### src/lbsg_pkg.sv
// ----------------------------------------------------------------------------
// lbsg_pkg: shared types, constants and table builders
// Holds the job format passed from the front to the back, the fixed widths of
// the level datapath, and the elaboration-time builders for the band tables.
// ----------------------------------------------------------------------------
package lbsg_pkg;

	localparam int BAND_W = 6;
	localparam int MAG_W = 16;
	localparam int SUM_W = 27;
	localparam int INV_W = 16;
	localparam int EDGE_W = 11;
	localparam int LEVEL_W = 10;
	localparam int PROD_W = SUM_W + INV_W;
	localparam int RAD_W = 60;
	localparam int ROOT_W = 30;
	localparam int REM_W = 32;
	localparam int T_W = 42;
	localparam int Q_W = 18;
	localparam int CNT_W = 5;
	localparam int ROOT_STEPS = 30;
	localparam int JOB_DEPTH = 4;
	localparam logic [T_W-1:0] FOUR_D = T_W'(20 * (64'd1 << 24));
	localparam logic [15:0] RECIP_5 = 16'd52429;
	localparam logic [Q_W-1:0] SAT_Q = Q_W'(1285);

	typedef struct packed {
		logic [BAND_W-1:0] band;
		logic [SUM_W-1:0]  sum;
		logic [INV_W-1:0]  inv;
		logic              last;
	} job_t;

	typedef enum logic [2:0] {
		BK_IDLE,
		BK_MUL,
		BK_ROOT,
		BK_SCALE,
		BK_EMIT
	} back_state_t;

	typedef logic [63:0][EDGE_W-1:0] edge_tab_t;
	typedef logic [63:0][INV_W-1:0] inv_tab_t;

	function automatic logic pow_fits(int unsigned m, int unsigned q, int unsigned p);
		logic [703:0] v;
		logic [703:0] lim;
		v = 704'd1;
		for (int unsigned i = 0; i < q; i++) begin
			v = v * 704'(m);
		end
		lim = 704'd1 << p;
		return v <= lim;
	endfunction

	function automatic logic [63:0] log2_q32(int unsigned v);
		int unsigned k;
		logic [63:0] y;
		logic [63:0] r;
		k = 0;
		while (k < 31 && (v >> (k + 1)) != 0) begin
			k++;
		end
		y = (64'(v) << 31) >> k;
		r = 64'(k) << 32;
		for (int b = 31; b >= 0; b--) begin
			y = (y * y) >> 31;
			if (y >= 64'h1_0000_0000) begin
				y = y >> 1;
				r[b] = 1'b1;
			end
		end
		return r;
	endfunction

	function automatic logic [63:0] udiv64(logic [63:0] num, logic [63:0] den);
		logic [63:0] rem;
		logic [63:0] quo;
		rem = '0;
		quo = '0;
		for (int i = 63; i >= 0; i--) begin
			rem = {rem[62:0], num[i]};
			if (rem >= den) begin
				rem = rem - den;
				quo[i] = 1'b1;
			end
		end
		return quo;
	endfunction

	function automatic edge_tab_t build_edges(int unsigned band_count, int unsigned bin_count);
		edge_tab_t t;
		int unsigned lo;
		int unsigned hi;
		int unsigned mid;
		int unsigned prev;
		t = '0;
		prev = 0;
		for (int unsigned x = 0; x < 64; x++) begin
			if (x < band_count) begin
				lo = 1;
				hi = 1024;
				while (lo < hi) begin
					mid = (lo + hi + 1) >> 1;
					if (pow_fits(mid, band_count - 1, 10 * x))
						lo = mid;
					else
						hi = mid - 1;
				end
				if (lo > bin_count - 1)
					lo = bin_count - 1;
				if (lo <= prev)
					lo = prev + 1;
				t[x] = EDGE_W'(lo);
				prev = lo;
			end
		end
		return t;
	endfunction

	// The factor of a band follows from its bin count, which is fixed by the
	// edges and by the frame end.
	function automatic inv_tab_t build_inv(int unsigned band_count, int unsigned bin_count);
		inv_tab_t t;
		edge_tab_t e;
		logic [63:0] l10;
		logic [63:0] ls;
		int unsigned prev;
		int unsigned top;
		int unsigned cnt;
		t = '0;
		e = build_edges(band_count, bin_count);
		l10 = log2_q32(10);
		for (int unsigned b = 0; b < 64; b++) begin
			if (b < band_count) begin
				prev = (b == 0) ? 0 : int'(e[b-1]);
				top = (int'(e[b]) > bin_count - 1) ? bin_count - 1 : int'(e[b]);
				cnt = (top > prev) ? top - prev : 1;
				ls = log2_q32(10 + cnt);
				t[b] = INV_W'(udiv64((l10 << 16) + (ls >> 1), ls));
			end
		end
		return t;
	endfunction

endpackage

### src/log_band_spectrum_grouper_core.sv
// ----------------------------------------------------------------------------
// log_band_spectrum_grouper_core: log-spaced band grouper for FFT magnitudes
// Sums one frame of FFT bins into log-spaced bands and reports a level per
// band, the last band of a frame being marked.
// ----------------------------------------------------------------------------
// Bins enter on push/full, one per transfer, bin 0 first; bin 0 is dropped.
// A transfer is taken at every clock edge with push high and full low.
// Results leave on empty/pop: while empty is low the oldest band result sits
// on band_number, band_level and final_band, and pop takes it.
// Bins that do not close a band are taken at one per cycle while full is low.
// A bin that closes a band posts a job to a four-entry queue; the level unit
// handles one band at a time, paced by its square root that resolves one bit a cycle.
// A band's job passes from the queue through the MUL, ROOT, SCALE and EMIT steps.
// full rises while the queue holds four jobs, so a run of narrow bands
// limits intake to the pace of the level unit once the queue has filled.
// When pop stays low, one finished result waits in the output register and
// the level unit holds its next result until it is taken.
// Reset empties the queue and the output and restarts at bin 0 of a frame.
// ----------------------------------------------------------------------------
module log_band_spectrum_grouper_core #(
	parameter int BAND_COUNT = 28,
	parameter int BIN_COUNT = 1024
) (
	input  logic                                clk,
	input  logic                                arst_n,
	input  logic                                push,
	output logic                                full,
	input  logic [lbsg_pkg::MAG_W-1:0]          bin_magnitude,
	output logic                                empty,
	input  logic                                pop,
	output logic [lbsg_pkg::BAND_W-1:0]         band_number,
	output logic signed [lbsg_pkg::LEVEL_W-1:0] band_level,
	output logic                                final_band
);

	logic           job_full;
	logic           job_empty;
	logic           job_push;
	logic           job_pop;
	lbsg_pkg::job_t job_in;
	lbsg_pkg::job_t job_out;

	lbsg_front #(
		.BAND_COUNT(BAND_COUNT),
		.BIN_COUNT(BIN_COUNT)
	) u_front (
		.clk(clk),
		.arst_n(arst_n),
		.push(push),
		.bin_magnitude(bin_magnitude),
		.full(full),
		.job_full(job_full),
		.job_push(job_push),
		.job_data(job_in)
	);

	lbsg_job_fifo u_fifo (
		.clk(clk),
		.arst_n(arst_n),
		.wr_en(job_push),
		.wr_data(job_in),
		.full(job_full),
		.rd_en(job_pop),
		.rd_data(job_out),
		.empty(job_empty)
	);

	lbsg_back u_back (
		.clk(clk),
		.arst_n(arst_n),
		.job_empty(job_empty),
		.job_data(job_out),
		.job_pop(job_pop),
		.pop(pop),
		.empty(empty),
		.band_number(band_number),
		.band_level(band_level),
		.final_band(final_band)
	);

endmodule

### src/lbsg_front.sv
// ----------------------------------------------------------------------------
// lbsg_front: bin intake and band accumulation
// Tracks the bin position and the open band, sums the magnitudes with
// saturation, and posts one job to the queue each time a band closes.
// ----------------------------------------------------------------------------
module lbsg_front #(
	parameter int BAND_COUNT = 28,
	parameter int BIN_COUNT = 1024
) (
	input  logic                        clk,
	input  logic                        arst_n,
	input  logic                        push,
	input  logic [lbsg_pkg::MAG_W-1:0]  bin_magnitude,
	output logic                        full,
	input  logic                        job_full,
	output logic                        job_push,
	output lbsg_pkg::job_t              job_data
);

	localparam int POS_W = $clog2(BIN_COUNT);
	localparam lbsg_pkg::edge_tab_t EDGES = lbsg_pkg::build_edges(BAND_COUNT, BIN_COUNT);
	localparam lbsg_pkg::inv_tab_t INVS = lbsg_pkg::build_inv(BAND_COUNT, BIN_COUNT);

	logic [POS_W-1:0]           pos_q;
	logic [lbsg_pkg::BAND_W-1:0] band_q;
	logic [lbsg_pkg::SUM_W-1:0]  sum_q;

	logic                        accept;
	logic [lbsg_pkg::SUM_W:0]    sum_wide;
	logic [lbsg_pkg::SUM_W-1:0]  sum_next;
	logic                        last_bin;
	logic                        last_band;
	logic                        close;

	always_comb begin
		accept = push && !job_full;
		sum_wide = {1'b0, sum_q} + (lbsg_pkg::SUM_W + 1)'(bin_magnitude);
		sum_next = sum_wide[lbsg_pkg::SUM_W] ? '1 : sum_wide[lbsg_pkg::SUM_W-1:0];
		last_bin = pos_q >= POS_W'(BIN_COUNT - 1);
		last_band = band_q >= lbsg_pkg::BAND_W'(BAND_COUNT - 1);
		close = (lbsg_pkg::EDGE_W'(pos_q) == EDGES[band_q]) || last_bin;
		job_push = accept && (pos_q != '0) && close;
		job_data.band = band_q;
		job_data.sum = sum_next;
		job_data.inv = INVS[band_q];
		job_data.last = last_bin || last_band;
	end

	assign full = job_full;

	always_ff @(posedge clk or negedge arst_n) begin
		if (!arst_n) begin
			pos_q <= '0;
			band_q <= '0;
			sum_q <= '0;
		end else if (accept) begin
			if (pos_q == '0) begin
				pos_q <= POS_W'(1);
			end else if (!close) begin
				sum_q <= sum_next;
				pos_q <= pos_q + POS_W'(1);
			end else begin
				sum_q <= '0;
				if (last_bin || last_band) begin
					pos_q <= '0;
					band_q <= '0;
				end else begin
					pos_q <= pos_q + POS_W'(1);
					band_q <= band_q + lbsg_pkg::BAND_W'(1);
				end
			end
		end
	end

	a_pos_in_frame: assert property (@(posedge clk) disable iff (!arst_n)
		pos_q <= POS_W'(BIN_COUNT - 1))
		else $error("Bin position ran past the end of the frame.");

	a_final_restarts: assert property (@(posedge clk) disable iff (!arst_n)
		job_push && job_data.last |=> pos_q == '0 && band_q == '0 && sum_q == '0)
		else $error("A final band did not restart the frame.");

endmodule

### src/lbsg_job_fifo.sv
// ----------------------------------------------------------------------------
// lbsg_job_fifo: short job queue between front and back
// A small register queue of closed-band jobs, so that the intake and the
// level computation stall independently.
// ----------------------------------------------------------------------------
module lbsg_job_fifo (
	input  logic            clk,
	input  logic            arst_n,
	input  logic            wr_en,
	input  lbsg_pkg::job_t  wr_data,
	output logic            full,
	input  logic            rd_en,
	output lbsg_pkg::job_t  rd_data,
	output logic            empty
);

	localparam int PTR_W = $clog2(lbsg_pkg::JOB_DEPTH);

	lbsg_pkg::job_t   mem_q [lbsg_pkg::JOB_DEPTH];
	logic [PTR_W-1:0] wr_ptr_q;
	logic [PTR_W-1:0] rd_ptr_q;
	logic [PTR_W:0]   count_q;

	assign full = count_q == (PTR_W + 1)'(lbsg_pkg::JOB_DEPTH);
	assign empty = count_q == '0;
	assign rd_data = mem_q[rd_ptr_q];

	always_ff @(posedge clk) begin
		if (wr_en) begin
			mem_q[wr_ptr_q] <= wr_data;
		end
	end

	always_ff @(posedge clk or negedge arst_n) begin
		if (!arst_n) begin
			wr_ptr_q <= '0;
			rd_ptr_q <= '0;
			count_q <= '0;
		end else begin
			if (wr_en) begin
				wr_ptr_q <= wr_ptr_q + PTR_W'(1);
			end
			if (rd_en) begin
				rd_ptr_q <= rd_ptr_q + PTR_W'(1);
			end
			if (wr_en && !rd_en) begin
				count_q <= count_q + (PTR_W + 1)'(1);
			end else if (rd_en && !wr_en) begin
				count_q <= count_q - (PTR_W + 1)'(1);
			end
		end
	end

	a_no_overrun: assert property (@(posedge clk) disable iff (!arst_n)
		(wr_en |-> !full) and (rd_en |-> !empty))
		else $error("Job queue written while full or read while empty.");

endmodule

### src/lbsg_back.sv
// ----------------------------------------------------------------------------
// lbsg_back: band level computation
// Takes one job at a time, forms the weighted sum, extracts its square root
// one bit per cycle, scales, truncates and saturates it, and holds the result for pop.
// ----------------------------------------------------------------------------
module lbsg_back (
	input  logic                                clk,
	input  logic                                arst_n,
	input  logic                                job_empty,
	input  lbsg_pkg::job_t                      job_data,
	output logic                                job_pop,
	input  logic                                pop,
	output logic                                empty,
	output logic [lbsg_pkg::BAND_W-1:0]         band_number,
	output logic signed [lbsg_pkg::LEVEL_W-1:0] band_level,
	output logic                                final_band
);

	lbsg_pkg::back_state_t state_q;
	lbsg_pkg::back_state_t state_d;
	logic [lbsg_pkg::CNT_W-1:0] cnt_q;
	logic                       out_valid_q;
	logic                       load_out;

	logic [lbsg_pkg::BAND_W-1:0] band_q;
	logic                        last_q;
	logic [lbsg_pkg::SUM_W-1:0]  sum_q;
	logic [lbsg_pkg::INV_W-1:0]  inv_q;
	logic [lbsg_pkg::RAD_W-1:0]  rad_q;
	logic [lbsg_pkg::REM_W-1:0]  rem_q;
	logic [lbsg_pkg::ROOT_W-1:0] root_q;
	logic [lbsg_pkg::Q_W-1:0]    q_q;
	logic                        neg_q;

	logic [lbsg_pkg::PROD_W-1:0]  prod;
	logic [lbsg_pkg::REM_W+1:0]   rem_sh;
	logic [lbsg_pkg::REM_W+1:0]   trial;
	logic [lbsg_pkg::T_W-1:0]     t_val;
	logic [lbsg_pkg::T_W-1:0]     t_mag;
	logic [26:0]                  quot;
	logic [8:0]                   y9;
	logic signed [lbsg_pkg::LEVEL_W-1:0] level;

	always_comb begin
		state_d = state_q;
		unique case (state_q)
			lbsg_pkg::BK_IDLE: begin
				if (!job_empty)
					state_d = lbsg_pkg::BK_MUL;
			end
			lbsg_pkg::BK_MUL: state_d = lbsg_pkg::BK_ROOT;
			lbsg_pkg::BK_ROOT: begin
				if (cnt_q == '0)
					state_d = lbsg_pkg::BK_SCALE;
			end
			lbsg_pkg::BK_SCALE: state_d = lbsg_pkg::BK_EMIT;
			lbsg_pkg::BK_EMIT: begin
				if (!out_valid_q || pop)
					state_d = lbsg_pkg::BK_IDLE;
			end
			default: state_d = lbsg_pkg::BK_IDLE;
		endcase
	end

	always_comb begin
		job_pop = 1'b0;
		load_out = 1'b0;
		unique case (state_q)
			lbsg_pkg::BK_IDLE: job_pop = !job_empty;
			lbsg_pkg::BK_EMIT: load_out = !out_valid_q || pop;
			default: begin
				job_pop = 1'b0;
				load_out = 1'b0;
			end
		endcase
	end

	always_comb begin
		prod = lbsg_pkg::PROD_W'(sum_q) * lbsg_pkg::PROD_W'(inv_q);
		rem_sh = {rem_q, rad_q[lbsg_pkg::RAD_W-1 -: 2]};
		trial = (lbsg_pkg::REM_W + 2)'({root_q, 2'b01});
		t_val = (lbsg_pkg::T_W'(root_q) << 11) + (lbsg_pkg::T_W'(root_q) << 7);
		if (t_val >= lbsg_pkg::FOUR_D)
			t_mag = t_val - lbsg_pkg::FOUR_D;
		else
			t_mag = lbsg_pkg::FOUR_D - t_val;
		quot = 27'(q_q[10:0]) * 27'(lbsg_pkg::RECIP_5);
		y9 = quot[26:18];
		if (neg_q)
			level = -$signed({1'b0, y9});
		else if (q_q >= lbsg_pkg::SAT_Q)
			level = 10'sd256;
		else
			level = $signed({1'b0, y9});
	end

	always_ff @(posedge clk or negedge arst_n) begin
		if (!arst_n) begin
			state_q <= lbsg_pkg::BK_IDLE;
			cnt_q <= '0;
			out_valid_q <= 1'b0;
		end else begin
			state_q <= state_d;
			if (state_q == lbsg_pkg::BK_MUL)
				cnt_q <= lbsg_pkg::CNT_W'(lbsg_pkg::ROOT_STEPS - 1);
			else if (state_q == lbsg_pkg::BK_ROOT)
				cnt_q <= cnt_q - lbsg_pkg::CNT_W'(1);
			if (load_out)
				out_valid_q <= 1'b1;
			else if (pop)
				out_valid_q <= 1'b0;
		end
	end

	always_ff @(posedge clk) begin
		case (state_q)
			lbsg_pkg::BK_IDLE: begin
				band_q <= job_data.band;
				last_q <= job_data.last;
				sum_q <= job_data.sum;
				inv_q <= job_data.inv;
			end
			lbsg_pkg::BK_MUL: begin
				rad_q <= {1'b0, prod, 16'd0};
				rem_q <= '0;
				root_q <= '0;
			end
			lbsg_pkg::BK_ROOT: begin
				rad_q <= rad_q << 2;
				if (rem_sh >= trial) begin
					rem_q <= lbsg_pkg::REM_W'(rem_sh - trial);
					root_q <= {root_q[lbsg_pkg::ROOT_W-2:0], 1'b1};
				end else begin
					rem_q <= lbsg_pkg::REM_W'(rem_sh);
					root_q <= {root_q[lbsg_pkg::ROOT_W-2:0], 1'b0};
				end
			end
			lbsg_pkg::BK_SCALE: begin
				q_q <= t_mag[lbsg_pkg::T_W-1 -: lbsg_pkg::Q_W];
				neg_q <= t_val < lbsg_pkg::FOUR_D;
			end
			default: begin
			end
		endcase
		if (load_out) begin
			band_number <= band_q;
			band_level <= level;
			final_band <= last_q;
		end
	end

	assign empty = !out_valid_q;

	a_root_done: assert property (@(posedge clk) disable iff (!arst_n)
		state_q == lbsg_pkg::BK_ROOT && cnt_q == '0 |=> state_q == lbsg_pkg::BK_SCALE)
		else $error("Square root did not finish after its last step.");

	a_level_range: assert property (@(posedge clk) disable iff (!arst_n)
		!empty |-> band_level >= -10'sd4 && band_level <= 10'sd256)
		else $error("Band level outside its range.");

endmodule
### config.mk
export PLATFORM = sky130hd
export DESIGN_NAME = log_band_spectrum_grouper_core
export DESIGN_NICKNAME = d
export VERILOG_FILES = /design/src/lbsg_pkg.sv /design/src/log_band_spectrum_grouper_core.sv /design/src/lbsg_front.sv /design/src/lbsg_job_fifo.sv /design/src/lbsg_back.sv
export SDC_FILE = /design/constraint.sdc
export NUM_CORES = 2
export LEC_CHECK = 0
export BUFFER_PORTS_ARGS = -buffer_cell sky130_fd_sc_hd__buf_4
export CORE_MARGIN = 2
export CORE_UTILIZATION = 51
export DETAILED_ROUTE_END_ITERATION = 8
export PLACE_DENSITY = 0.77
export SLEW_MARGIN = 15
export SYNTH_ARGS = -nofsm -noshare
export SYNTH_HDL_FRONTEND = slang
export SYNTH_HIERARCHICAL = 1
export SYNTH_SLANG_ARGS = --single-unit
### constraint.sdc
create_clock -name clk -period 6.3 [get_ports clk]
set_input_delay 1.26 -clock clk [delete_from_list [all_inputs] [get_ports clk]]
set_output_delay 1.26 -clock clk [all_outputs]
set_load 0.01 [all_outputs]
Word-level counts from Yosys, hierarchy flattened
Memory sizes are Yosys's and may differ from the RTL's. A register that Yosys moved wholly into a read port is not among the register bits.
Index checks and enable logic that the tools add are counted.
{ "op_classes": {"mul": 2, "eq_ne": 9, "n_addsub": 13, "n_reduce_logical": 24, "n_bitwise": 1, "n_mux": 30, "order_cmp": 7} }
{ "op_table": {"columns": ["op", "n"], "rows": [
  ["60-bit one-hot mux with 2 select lines", 1],
  ["32-bit one-hot mux with 2 select lines", 1],
  ["30-bit one-hot mux with 2 select lines", 1],
  ["27-bit two-way mux", 2],
  ["27-bit by 16-bit multiplier with 43-bit output", 1],
  ["41-bit by 37-bit adder with 42-bit output", 1],
  ["42-bit by 29-bit >= comparator with 1-bit output (second input constant)", 1],
  ["42-bit by 29-bit < comparator with 1-bit output (second input constant)", 1],
  ["42-bit two-way mux", 1],
  ["29-bit by 42-bit subtractor with 42-bit output (first input constant)", 1],
  ["42-bit by 29-bit subtractor with 42-bit output (second input constant)", 1],
  ["10-bit two-way mux", 4],
  ["34-bit by 32-bit >= comparator with 1-bit output", 1],
  ["32-bit two-way mux", 1],
  ["32-bit subtractor", 1],
  ["27-bit by 16-bit adder with 28-bit output", 1],
  ["11-bit by 16-bit multiplier with 27-bit output (second input constant)", 1],
  ["18-bit by 11-bit >= comparator with 1-bit output (second input constant)", 1],
  ["16-bit two-way mux", 1],
  ["3-bit two-way mux", 5],
  ["3-bit one-hot mux with 5 select lines", 1],
  ["10-bit by 11-bit equality test with 1-bit output", 1],
  ["11-bit two-way mux", 1],
  ["10-bit by 1-bit adder with 10-bit output (second input constant)", 1],
  ["other kinds (29)", 54]
]} }
{ "word_totals": {"regBits": 217, "mem_bits_ro": 1728, "ram_bits": 200, "mem_count": 3, "out_inout_bits": 19} }
{ "memory_table": {"columns": ["name", "words", "word_bits", "read_ports", "rd_clocked_by_memory_dff", "write_ports", "line_no", "source"], "rows": [
  ["(name not given)", 64, 16, 1, 0, 0, "lbsg_front.sv:45", "job_data.inv = INVS[band_q];"],
  ["(name not given)", 64, 11, 1, 0, 0, "lbsg_front.sv:41", "close = (lbsg_pkg::EDGE_W'(pos_q) == EDGES[band_q]) || last_bin;"],
  ["u_fifo.mem_q", 4, 50, 1, 1, 1, "lbsg_job_fifo.sv:19", "lbsg_pkg::job_t mem_q [lbsg_pkg::JOB_DEPTH];"]
]} }

Longest topological paths before layout
{ "depth": {"ltp_word": 9, "mapped_depth": 27, "mapped_depth_nobuf": 25} }

Hierarchy
Netlist, hierarchy kept.
{ "by_module_without_submodules": {"columns": ["mod", "area_each_um2", "n_inst", "cells_per_inst"], "rows": [
  ["lbsg_back", 27398.8, 1, 2895],
  ["lbsg_job_fifo", 7669.9, 1, 296],
  ["lbsg_front", 4458.0, 1, 563]
]} }

Least setup slack after synthesis
Ideal clock, no wire load.
{ "synth_path": {"kind": "register -> register", "start": "register u_back/inv_q[9] in the netlist's numbering", "end": "register u_back/rad_q[55] in the netlist's numbering, data pin", "required_ns": 6.029, "path_slack_ns": -0.387, "path_stages_with_launch": 24, "synth_period_minus_slack_ns": 6.687, "t_arrival_ns": 6.416, "setup_ns": 0.271, "n_path_buf": 2, "path_cell_list": "edfxtp_1 > clkbuf_1 > clkbuf_1 > nand2_1 > fa_1 > inv_1 > fa_1 > inv_1 > fa_1 > inv_1 > fa_1 > fa_1 > inv_1 > fa_1 > inv_1 > ha_1 > nand2_1 > o31ai_1 > a31oi_1 > o311ai_0 > nand3_1 > o21ai_0 > xnor2_1 > a21oi_1"} }
{ "synth_via": {"elab_chain_cells": 2} }
{ "synth_lines": {"columns": ["element", "line_no", "source"], "rows": [
  ["from (decl)", "lbsg_back.sv:28", "logic [lbsg_pkg::INV_W-1:0] inv_q;"],
  ["from (signal assigned)", "lbsg_back.sv:121", "inv_q <= job_data.inv;"],
  ["27-bit by 16-bit multiplier with 43-bit output", "lbsg_back.sv:79", "prod = lbsg_pkg::PROD_W'(sum_q) * lbsg_pkg::PROD_W'(inv_q);"],
  ["60-bit one-hot mux with 2 select lines", "lbsg_back.sv:116", "case (state_q)"],
  ["to (signal assigned)", "lbsg_back.sv:124", "rad_q <= {1'b0, prod, 16'd0};"],
  ["to (signal assigned)", "lbsg_back.sv:129", "rad_q <= rad_q << 2;"],
  ["to (decl)", "lbsg_back.sv:29", "logic [lbsg_pkg::RAD_W-1:0] rad_q;"]
]} }
No other way between the ends. The select of a mux whose other input is x is not followed.
A chain may end at the register's enable or synchronous reset.

Worst setup path in the final report
{ "layout_path": {"start": "register u_back/inv_q[6] in the netlist's numbering", "end": "register u_back/rad_q[53] in the netlist's numbering, data pin"} }
Same word-level chain as after synthesis.

==> results.toml <==
[finish]
drive_gt1_frac = 0.146
num-nets-final = 4620
area_growth_pct = 13.0
final_cell_mix = "541 x inv_1, 409 x nand2_1, 392 x edfxtp_1, 372 x fa_1, 276 x ha_1"
n_antenna_cell = 0
final_common_cell = "inv_1"

[min_path]
min_to = "u_back/band_number[1]"
hold_path_depth = 0
min_from = "u_back/band_q[1]"
hold_class = "reg -> reg"

[setup_path]
r2r_cells = 26
crit_top_cell = "fa_1"
cp_slowest_cell = "fa_1"
endpoint_kind = "flip-flop"
crit_arrival_ps = 6870
rr_startpoint = "u_back/inv_q[6]"
cp_max_fo = 6
required_ps = 6600
timing.rr.end = "u_back/rad_q[53]"
rrSetupSlack_ps = -260
path_class = "reg -> reg"
startpoint_type = "flip-flop"
max_stage_delay_ps = 560

[placement]
dp_slack_ps = -341
portBuffers = 38
routabilityCongestion = 0.905
hpwlAfterDp_um = 66000

[timing]
period_needed_ps = 6560
finalWorstSetupSlack_ps = -264
maxSlewViolCount = 0
max_freq_mhz = 152
grt_setup_unrepaired = "true"
setup-tns-final_ps = -2830
skew_ps = 65.8
setup_viol_count_final = 20
period_share = 1.04
hold_violations = 0
tightestPinTransition_ps = 1050
maxSlewHeadroom = 0.299

[yosys]
netlist.area_leader.share = 0.298
synthesis.area_mm2 = 0.0395
synth_fa_ha_area_frac = 0.289
yosysTopAreaCell = "edfxtp_1"
avgSynthCellArea_um2 = 10.5
synth_warnings = 6
yosys-top-cells-area = "edfxtp_1 30%, fa_1 20%, ha_1 9.2%"
synth_top_family_by_area = "adder cells"
synth-edff-count = 392
ys_types = 100
ys_seq_area_frac = 0.335
synth_ff_type = "edfxtp_1"
syn_inst = 3754
syn_nets = 4455
synth_compound_area_frac = 0.0985
synth-xor-area-share = 0.0319
yosys.area_share.simple = 0.134
synth_mux_area_frac = 0.0385
async_flop_share = 0.131
synth_seq_cells = 451

[detailed_routing]
wl_um = 89900
vias = 27800
via_per_inst = 5.57
wire_per_inst_um = 18.0
drc = 0
antenna_left = 0
drt-pass1-iter-count = 6
drt-initial-drc-count = 2285

[clocking]
clkTransAtPathRegs_ps = 60
clk_latency_ps = 640
cts.sinks = 451
ctsHoldBuffers = 0
clk_path_buf_depth = 3
cts_root_buf = "clkbuf_16"
h-tree-depth = 2
cts_buffers = 49
cts_tree = "done"

[global_routing]
grt_max_degree = 91
track_usage = 0.227
grt_pass1_vias = 28300
overflow = 0
antenna_found_initial = 1
grt_pass1_wl_um = 146000

[outcome]
status = "finished, violations left"
failed_checks = "negative setup slack"

[floorplanning]
dieArea_mm2 = 0.0797
start_util = 0.513
dieHeight_um = 282
rows = 102
io_pins = 39
fp.dieW_um = 282
core-area_mm2 = 0.0771

[run]
drv_cap = 0
[metal layers]
metal	global-route usage	up-vias	part of all wire
li1	-	12900	-
met1	0.324	13800	0.44
met2	0.371	981	0.47
met3	0.0332	147	0.070
met4	0.0488	0	0.018
met5	0	-	0
[area by class of cell]
cell class,instances,area (um2)
fill,6211,32400
inverter,568,2130
multi-input combinational,2580,24000
clock buffer,53,1250
sequential,451,13300
clock inverter,38,465
tap,1040,1300
timing repair buffer,269,2250
[cells in the mapped netlist, drive strengths merged, types with 6 or more instances]
| cell | n |
|---|---|
| nor4b | 7 |
| a21boi | 10 |
| fa | 389 |
| or2 | 7 |
| nor4 | 16 |
| mux2 | 7 |
| o311ai | 6 |
| o21a | 20 |
| a31oi | 22 |
| or3 | 11 |
| nor3 | 34 |
| a211oi | 20 |
| a211o | 10 |
| and3 | 24 |
| buf | 34 |
| a21oi | 160 |
| o22ai | 12 |
| o21ai | 123 |
| inv | 568 |
| nor2 | 207 |
| mux4 | 50 |
| nand4 | 17 |
| xor2 | 54 |
| nor3b | 17 |
| edfxtp | 392 |
| o211ai | 21 |
| mux2i | 31 |
| o31a | 7 |
| a21o | 62 |
| nand2 | 415 |
| xnor2 | 90 |
| o31ai | 13 |
| nand3 | 50 |
| o21bai | 21 |
| nand2b | 36 |
| and2 | 198 |
| clkbuf | 121 |
| nor2b | 27 |
| dfrtp | 59 |
| ha | 292 |
[state kept, by name, summed over array words and instances (netlist names), 3 cells and up]
signal and flops:
u_back/band_level 10, u_back/sum_q 27, u_back/q_q 18, u_front/band_q 6
u_front/sum_q 27, u_fifo/count_q 3, u_back/cnt_q 5, u_back/state_q 3
u_fifo/mem_q 200, u_back/root_q 30, u_back/band_number 6, u_back/rem_q 32
u_back/inv_q 16, u_back/band_q 6, u_front/pos_q 10, u_back/rad_q 44
[critical path, delay by kind of cell (launching register included)]
kind	cells	cell delay (ps)
simple gates	1	150
xor+xnor	1	130
compound gates	10	1690
flops	1	430
buf+inv	7	580
fa+ha+maj	7	3290
[how the worst max path moves through the flow]
stage | startpoint | to | slack, ps | cells past startpoint
final | u_back/inv_q[6] | u_back/rad_q[53] | -260 | 26
after global routing | u_back/inv_q[6] | u_back/rad_q[54] | -490 | 26
after CTS | u_back/inv_q[5] | u_back/rad_q[56] | -140 | 24
after detailed placement | u_back/inv_q[6] | u_back/rad_q[53] | -340 | 24
after global placement | u_back/inv_q[6] | u_back/rad_q[54] | -270 | 25
after floorplan | u_back/inv_q[6] | u_back/rad_q[53] | 9 | 23
[cell families after synthesis]
group                      Yosys count
and+or+nand+nor                   1086
AOI/OAI and AO/OA                  581
buffers and inverters              723
muxes                               88
DFF                                451
xor gates and xnor gates           144
adders and majority gates          681
[through the flow]
step                instance area [um2]  hold WS, ps   util  std cells
floorplan                         39600          400      -       3754
global placement                  41900          403  0.543       4853
detailed placement                41900          406  0.543       4853
CTS                               44200          420  0.573       4975
global route                      44700          439  0.579       4999
finish                            44700          421  0.579       4999
[what timing repair did]
item / CTS / global route
resized for setup: 85 / 87
pin swaps: 92 / 84
gates cloned: 2 / 0
buffers inserted: 29 / 28
endpoints found under the setup margin: 19 / 28
Power is not shown: default switching activity piles up to over one toggle a cycle in this logic, so the estimate is an artifact.
